==> config.mk <==
export PLATFORM = sky130hd
export DESIGN_NAME = wmad_cell
export DESIGN_NICKNAME = d
export VERILOG_FILES = /design/src/hw/rtl/wmad_pkg.sv /design/src/hw/rtl/wmad_cell.sv
export SDC_FILE = /design/constraint.sdc
export NUM_CORES = 1
export LEC_CHECK = 0
export BUFFER_PORTS_ARGS = -buffer_cell sky130_fd_sc_hd__buf_2
export CORE_MARGIN = 3
export CORE_UTILIZATION = 62
export CTS_BUF_LIST = sky130_fd_sc_hd__clkbuf_16
export DETAILED_ROUTE_END_ITERATION = 16
export GPL_ROUTABILITY_DRIVEN = 0
export HOLD_SLACK_MARGIN = 0.12
export PLACE_DENSITY_LB_ADDON = 0.12
export SETUP_SLACK_MARGIN = 0.15
export SLEW_MARGIN = 20
export SYNTH_ARGS = -nofsm -noshare
export SYNTH_HDL_FRONTEND = slang
export SYNTH_SLANG_ARGS = --single-unit
==> constraint.sdc <==
create_clock -name clk -period 6.75 [get_ports clk]
set_input_delay 0.675 -clock clk [delete_from_list [all_inputs] [get_ports clk]]
set_output_delay 0.675 -clock clk [all_outputs]
set_load 0.02 [all_outputs]
==> src/hw/rtl/wmad_pkg.sv <==
// Shared types, constants and helper functions for the window contrast block.
package wmad_pkg;

  localparam int PIX_W       = 16;
  localparam int ROW_W       = 16;
  localparam int IMG_W_W     = 13;
  localparam int APER_W      = 3;
  localparam int CFG_W       = 13;
  localparam int IMG_W_RESET = 1024;
  localparam int APER_RESET  = 1;

  typedef logic [PIX_W-1:0] pix_t;
  typedef logic [ROW_W-1:0] row_t;

  localparam row_t ROW_MAX = '1;

  // Configuration register indexes
  typedef enum logic [0:0] {
    REG_IMAGE_WIDTH = 1'b0,
    REG_APERTURE    = 1'b1
  } reg_idx_t;

  // Per-cycle control handed from the top level to every window cell
  typedef struct packed {
    logic shift;  // take the neighbour's column
    logic adv;    // advance the compare pipeline
  } cell_ctrl_t;

  function automatic pix_t pix_max(pix_t x, pix_t y);
    return (x > y) ? x : y;
  endfunction

  function automatic pix_t abs_diff(pix_t x, pix_t y);
    return (x >= y) ? (x - y) : (y - x);
  endfunction

endpackage

==> src/hw/rtl/wmad_cell.sv <==
// Window cell: holds one window column and reduces its differences to the centre.
module wmad_cell #(
  parameter int SIDE = 9
) (
  input  logic                 clk,
  input  wmad_pkg::cell_ctrl_t ctrl,
  input  logic [SIDE-1:0]      row_en,
  input  logic                 col_en,
  input  wmad_pkg::pix_t       centre,
  input  wmad_pkg::pix_t       col_in  [SIDE],
  output wmad_pkg::pix_t       col_out [SIDE],
  output wmad_pkg::pix_t       col_max
);

  localparam int NG = (SIDE + 2) / 3;

  wmad_pkg::pix_t col      [SIDE];
  wmad_pkg::pix_t diff     [SIDE];
  wmad_pkg::pix_t dpad     [3*NG];
  wmad_pkg::pix_t grp      [NG];
  wmad_pkg::pix_t grp_next [NG];
  wmad_pkg::pix_t mx;
  wmad_pkg::pix_t mx_next;

  // Take the neighbour's column on every shift
  always_ff @(posedge clk) begin
    if (ctrl.shift) begin
      col <= col_in;
    end
  end

  assign col_out = col;

  // Pad the differences to whole groups of three
  always_comb begin
    for (int i = 0; i < 3*NG; i++) begin
      dpad[i] = (i < SIDE) ? diff[i] : '0;
    end
  end

  // Reduce each group of three, then the groups
  always_comb begin
    for (int g = 0; g < NG; g++) begin
      grp_next[g] = wmad_pkg::pix_max(wmad_pkg::pix_max(dpad[3*g], dpad[3*g+1]),
                                      dpad[3*g+2]);
    end
    mx_next = '0;
    for (int g = 0; g < NG; g++) begin
      mx_next = wmad_pkg::pix_max(mx_next, grp[g]);
    end
  end

  // Advance differences, group maxima and column maximum
  always_ff @(posedge clk) begin
    if (ctrl.adv) begin
      for (int k = 0; k < SIDE; k++) begin
        diff[k] <= (row_en[k] && col_en) ? wmad_pkg::abs_diff(centre, col[k]) : '0;
      end
      grp <= grp_next;
      mx  <= mx_next;
    end
  end

  assign col_max = mx;

endmodule

== After elaboration in Yosys (flattened, before gate mapping) ==
Memories as Yosys holds them, arrays and structs flattened.
Cells that the tools add are included.
W data, S select, Z words.

* Bits in registers: 208
* Bits in writable memories: 144
* Input bits: 173
* Output and inout bits: 160
* Word-level logic and storage cells: 88
* Memories: 1

* Add/sub/neg operators: 18
* $lt $le $gt $ge: 18
* Muxes and demuxes: 29
* Reductions and logical operators: 9

{| class="wikitable"
|+ Memory list
! memory !! depth !! width !! rd ports !! clocked after memory_dff !! wr ports !! RTL line !! RTL
|-
| diff || 9 || 16 || 9 || 0 || 9 || wmad_cell.sv:18 || <nowiki>wmad_pkg::pix_t diff [SIDE];</nowiki>
|}

{| class="wikitable"
|+ Operators by type and width
! operator !! count
|-
| $mux W16 || 27
|-
| $sub A16 B16 Y16 || 18
|-
| $ge A16 B16 Y1 || 9
|-
| $gt A16 B16 Y1 || 8
|-
| $gt A1 B16 Y1 const A || 1
|-
| $logic_and A1 B1 Y1 || 9
|-
| $mux W1 || 2
|}

== Longest topological paths before layout ==
* Depth in word-level cells: 6
* Gate-level depth with buffers: 22
* Depth with buffers taken out: 18

== Least setup slack after synthesis ==
Ideal clock, no wire load.

* Kind: register to register
* From: mem diff[0][58] in the netlist's numbering
* To: reg grp[23] in the netlist's numbering (data pin)
* Arrival time: 4263 ps
* Path slack: 2228 ps
* Stages on the path, launching flop included: 19
* Buffers on the path: 4
* Period minus slack after synthesis: 4522 ps
* Cell sequence: edfxtp_1 > ha_1 > nand4_1 > or3_1 > o221ai_1 > o21a_1 > clkbuf_1 > buf_2 > mux2_2 > ha_1 > a21o_1 > a21o_1 > a21oi_1 > o21ai_0 > a21oi_1 > a31o_2 > clkbuf_1 > buf_1 > mux2_2

{| class="wikitable"
|+ RTL lines
! element !! RTL line !! RTL
|-
| start, declared || wmad_cell.sv:18 ||
|-
| end signal, assigned || wmad_cell.sv:59 || <nowiki>grp <= grp_next;</nowiki>
|-
| end, declared || wmad_cell.sv:20 || <nowiki>wmad_pkg::pix_t grp [NG];</nowiki>
|}

==> impl_metrics.sql <==
INSERT INTO impl_metrics (metric_group, metric, value, unit) VALUES
('pwr', 'switchingPower', '3.00', 'mW'),
('grt', 'overall_global_routing_resource_usage', '0.361', ''),
('cells_and_area', 'area_delta_synth_final', '12.6', '%'),
('cts', 'postCtsResizedCells', '0', ''),
('setup_path', 'crit_path_start_kind', 'flop', ''),
('pwr', 'share_comb_of_total_power', '0.363', ''),
('grt', 'first_global_vias', '24636', ''),
('floorplan', 'boundaryPins', '333', ''),
('timing', 'period_minus_slack', '5.21', 'ns'),
('cells_and_area', 'fillerInstances', '3553', ''),
('timing', 'finClkSkew', '0.0221', 'ns'),
('cts', 'tritoncts_buffers', '43', ''),
('cts', 'clkLatencyLatePin', '0.59', 'ns'),
('floorplan', 'die_width', '224', 'µm'),
('pwr', 'internal_power', '5.60', 'mW'),
('setup_path', 'timing.critical_path.required', '7.08', 'ns'),
('outcome', 'outcome', 'completed', ''),
('synthesis', 'yosysWarnings', '0', ''),
('timing', 'worst_pin_slew', '1.11', 'ns'),
('synthesis', 'syn_area_cell', '9.84', 'µm²'),
('synthesis', 'synth_top_cells_by_area', 'edfxtp_1 36%, ha_1 17%, mux2_2 4.9%', ''),
('setup_path', 'critical_path_peak_fanout', '16', ''),
('timing', 'fin_crit_sh', '0.772', ''),
('cells_and_area', 'drive_above_1_share', '0.181', ''),
('floorplan', 'core_area', '0.0469', 'mm²'),
('detailed_routing', 'wl_per_cell', '23.8', 'µm'),
('cts', 'ctsHoldBuffers', '0', ''),
('timing', 'unrepaired_setup_endpoints_after_global_routing', 'false', ''),
('pwr', 'swShare', '0.349', ''),
('cts', 'cts-htree-levels', '2', ''),
('floorplan', 'die_height', '224', 'µm'),
('setup_path', 'crit_family', 'compound AO/OA/AOI/OAI gates', ''),
('pwr', 'power_per_cell_area', '258', 'mW/mm²'),
('synthesis', 'synthDominantAreaCellType', 'edfxtp_1', ''),
('floorplan', 'die_area', '0.0504', 'mm²'),
('synthesis', 'syn-num-nets', '3602', ''),
('grt', 'globalRoute.totalOverflow', '0', ''),
('detailed_routing', 'route.vias.total', '25619', ''),
('synthesis', 'synth_async_sr_flop_share', '0', ''),
('synthesis', 'synth_cell_type_count', '86', ''),
('setup_path', 'worstReg2RegStart', 'diff[0][103]$_SDFFCE_PN0P_', ''),
('setup_path', 'reg2regPathDepth', '16', ''),
('setup_path', 'timing_worst_setup_path_type', 'flop to flop', ''),
('cells_and_area', 'design.final.nets', '3905', ''),
('detailed_routing', 'wl', '94200', 'µm'),
('timing', 'timing.fmax', '192', 'MHz'),
('setup_path', 'crit_slowest_cell', 'o22ai_2', ''),
('timing', 'finalMaxSlewViolations', '0', ''),
('grt', 'global_route_wire_length_before_repair', '140000', 'µm'),
('pwr', 'power.clock.fraction', '0.296', ''),
('detailed_routing', 'drc', '0', ''),
('cells_and_area', 'layout.core_utilization', '0.711', ''),
('setup_path', 'setup.worst_path.end_class', 'flop', ''),
('cells_and_area', 'multi_input_area', '0.0173', 'mm²'),
('pwr', 'cellLeakagePower', '15.6', 'nW'),
('min_path', 'hold_depth', '1', ''),
('cts', 'post-cts-setup-buffer-count', '0', ''),
('setup_path', 'reg2reg_setup_slack', '1.54', 'ns'),
('grt', 'antenna_found_initial', '3', ''),
('cts', 'clock_tree.buffer_depth', '3', ''),
('setup_path', 'worst_path_largest_cell_delay', '0.65', 'ns'),
('grt', 'grt_start_max_net_pins', '80', ''),
('floorplan', 'placement_rows', '79', ''),
('setup_path', 'worstPathBufferInverterCount', '0', ''),
('timing', 'timing.max_slew.rel_slack', '0.258', ''),
('timing', 'setup_total_negative_slack', '0', 'ns'),
('cells_and_area', 'ff_latch_area', '0.0106', 'mm²'),
('cts', 'clockRootBuffer', 'clkbuf_16', ''),
('synthesis', 'number_of_flops_mapped_to_enable_cells_by_yosys', '352', ''),
('cts', 'tritoncts', 'built', ''),
('timing', 'finalHoldViolations', '0', '');
==> logic make-up (layout without fill, tap and decap cells) <==
kind of cell | count (synthesis) | after routing | synth area share
flops | 352 | 352 | 0.357
xor+xnor | 88 | 88 | 0.0261
other cells | 0 | 3 | 0
mux | 220 | 220 | 0.0818
fa+ha+maj | 425 | 425 | 0.184
buf+inv | 435 | 773 | 0.0581
simple gates | 755 | 755 | 0.129
compound gates | 729 | 729 | 0.164
==> power groups by stage <==
stage          clock network [mW]  registers [mW]  logic, mW
3_5_place_dp                    0            2.97       3.01
2_1_floorplan                   0            2.99       2.10
5_1_grt                      2.66            2.95       3.38
3_3_place_gp                    0            2.96       2.91
4_1_cts                      2.57            2.93       3.04
6_report                     2.55            2.94       3.12
==> flip-flops by register name (all words and copies together) (netlist names) <==
| name | count |
|---|---|
| col_out | 144 |
| grp | 48 |
| diff | 144 |
| col_max | 16 |
==> cell usage in the layout, fill, tap and decap left out, drive strengths merged, types with 10 or more instances in the layout <==
master / Yosys / routed
ha: 407 / 407
buf: 38 / 355
edfxtp: 352 / 352
inv: 337 / 342
nor2: 212 / 212
a21oi: 179 / 179
mux2: 141 / 141
o21ai: 137 / 137
a21o: 136 / 136
nand2: 133 / 133
mux2i: 79 / 79
nor3: 73 / 73
nor2b: 60 / 60
nand2b: 51 / 51
xnor2: 51 / 51
clkbuf: 60 / 45
nand4: 44 / 44
nand3: 42 / 42
a31oi: 41 / 41
xor2: 37 / 37
o21a: 30 / 30
a211oi: 29 / 29
o211ai: 25 / 25
or3: 24 / 24
and2: 23 / 23
or2: 23 / 23
and3: 22 / 22
fa: 18 / 18
nor3b: 17 / 17
clkinv: 0 / 16
o21bai: 15 / 15
a211o: 13 / 13
o31ai: 12 / 12
a221oi: 11 / 11
o221ai: 10 / 10
and4: 10 / 10
nand3b: 10 / 10
a311o: 10 / 10
bufinv: 0 / 10
==> per-layer routing <==
layer | GRT usage | wire length [µm]
met1 | 0.458 | 35900
met2 | 0.557 | 41000
met3 | 0.0975 | 10800
met4 | 0.216 | 6450
met5 | 0 | 14
==> synthesized netlist by cell type (24+ instances only) <==
library cell / n
xor2_1: 37
a211oi_1: 28
nor2b_1: 60
buf_2: 28
clkbuf_1: 60
inv_1: 337
edfxtp_1: 352
nand2_1: 132
mux2i_1: 79
a31oi_1: 40
a21oi_1: 179
o21a_1: 30
nand2b_1: 51
xnor2_1: 51
mux2_2: 129
or3_1: 24
ha_1: 407
a21o_1: 136
o21ai_0: 132
o211ai_1: 24
nor3_1: 73
nor2_1: 211
nand4_1: 44
nand3_1: 42
==> final cells by class <==
cell class / instances / area share
diodes: 3 / 0.000225
clock inverters: 36 / 0.0136
clock buffers: 44 / 0.0331
inverters: 337 / 0.0380
flip-flops and latches: 352 / 0.317
repair buffers: 356 / 0.0558
well taps: 607 / 0.0228
multi-input cells: 2217 / 0.519
==> per-stage QoR <==
| stage | power [mW] | cell area [µm²] | hold WS (ns) | std cells | setup slack, ns |
|---|---|---|---|---|---|
| after floorplan | 5.09 | 29600 | 0.529 | 3004 | 2.23 |
| after global placement | 5.87 | 31700 | 0.574 | 3869 | 1.81 |
| after detailed placement | 5.98 | 31700 | 0.568 | 3869 | 1.64 |
| after CTS | 8.54 | 33300 | 0.241 | 3949 | 1.61 |
| after global routing | 8.99 | 33300 | 0.248 | 3949 | 1.31 |
| final | 8.61 | 33300 | 0.259 | 3952 | 1.54 |
==> worst max-delay path by stage <==
stage / slack, ns / cells after the start / to / from
after floorplan: 2.23 / 18 / grp[23]$_DFFE_PP_ / diff[0][58]$_SDFFCE_PN0P_
after global placement: 1.81 / 16 / grp[2]$_DFFE_PP_ / diff[0][111]$_SDFFCE_PN0P_
after detailed placement: 1.64 / 16 / grp[9]$_DFFE_PP_ / diff[0][111]$_SDFFCE_PN0P_
after CTS: 1.61 / 16 / grp[9]$_DFFE_PP_ / diff[0][111]$_SDFFCE_PN0P_
after global routing: 1.31 / 16 / grp[9]$_DFFE_PP_ / diff[0][111]$_SDFFCE_PN0P_
final: 1.54 / 16 / grp[9]$_DFFE_PP_ / diff[0][103]$_SDFFCE_PN0P_
(Power assumes the default switching activity.)
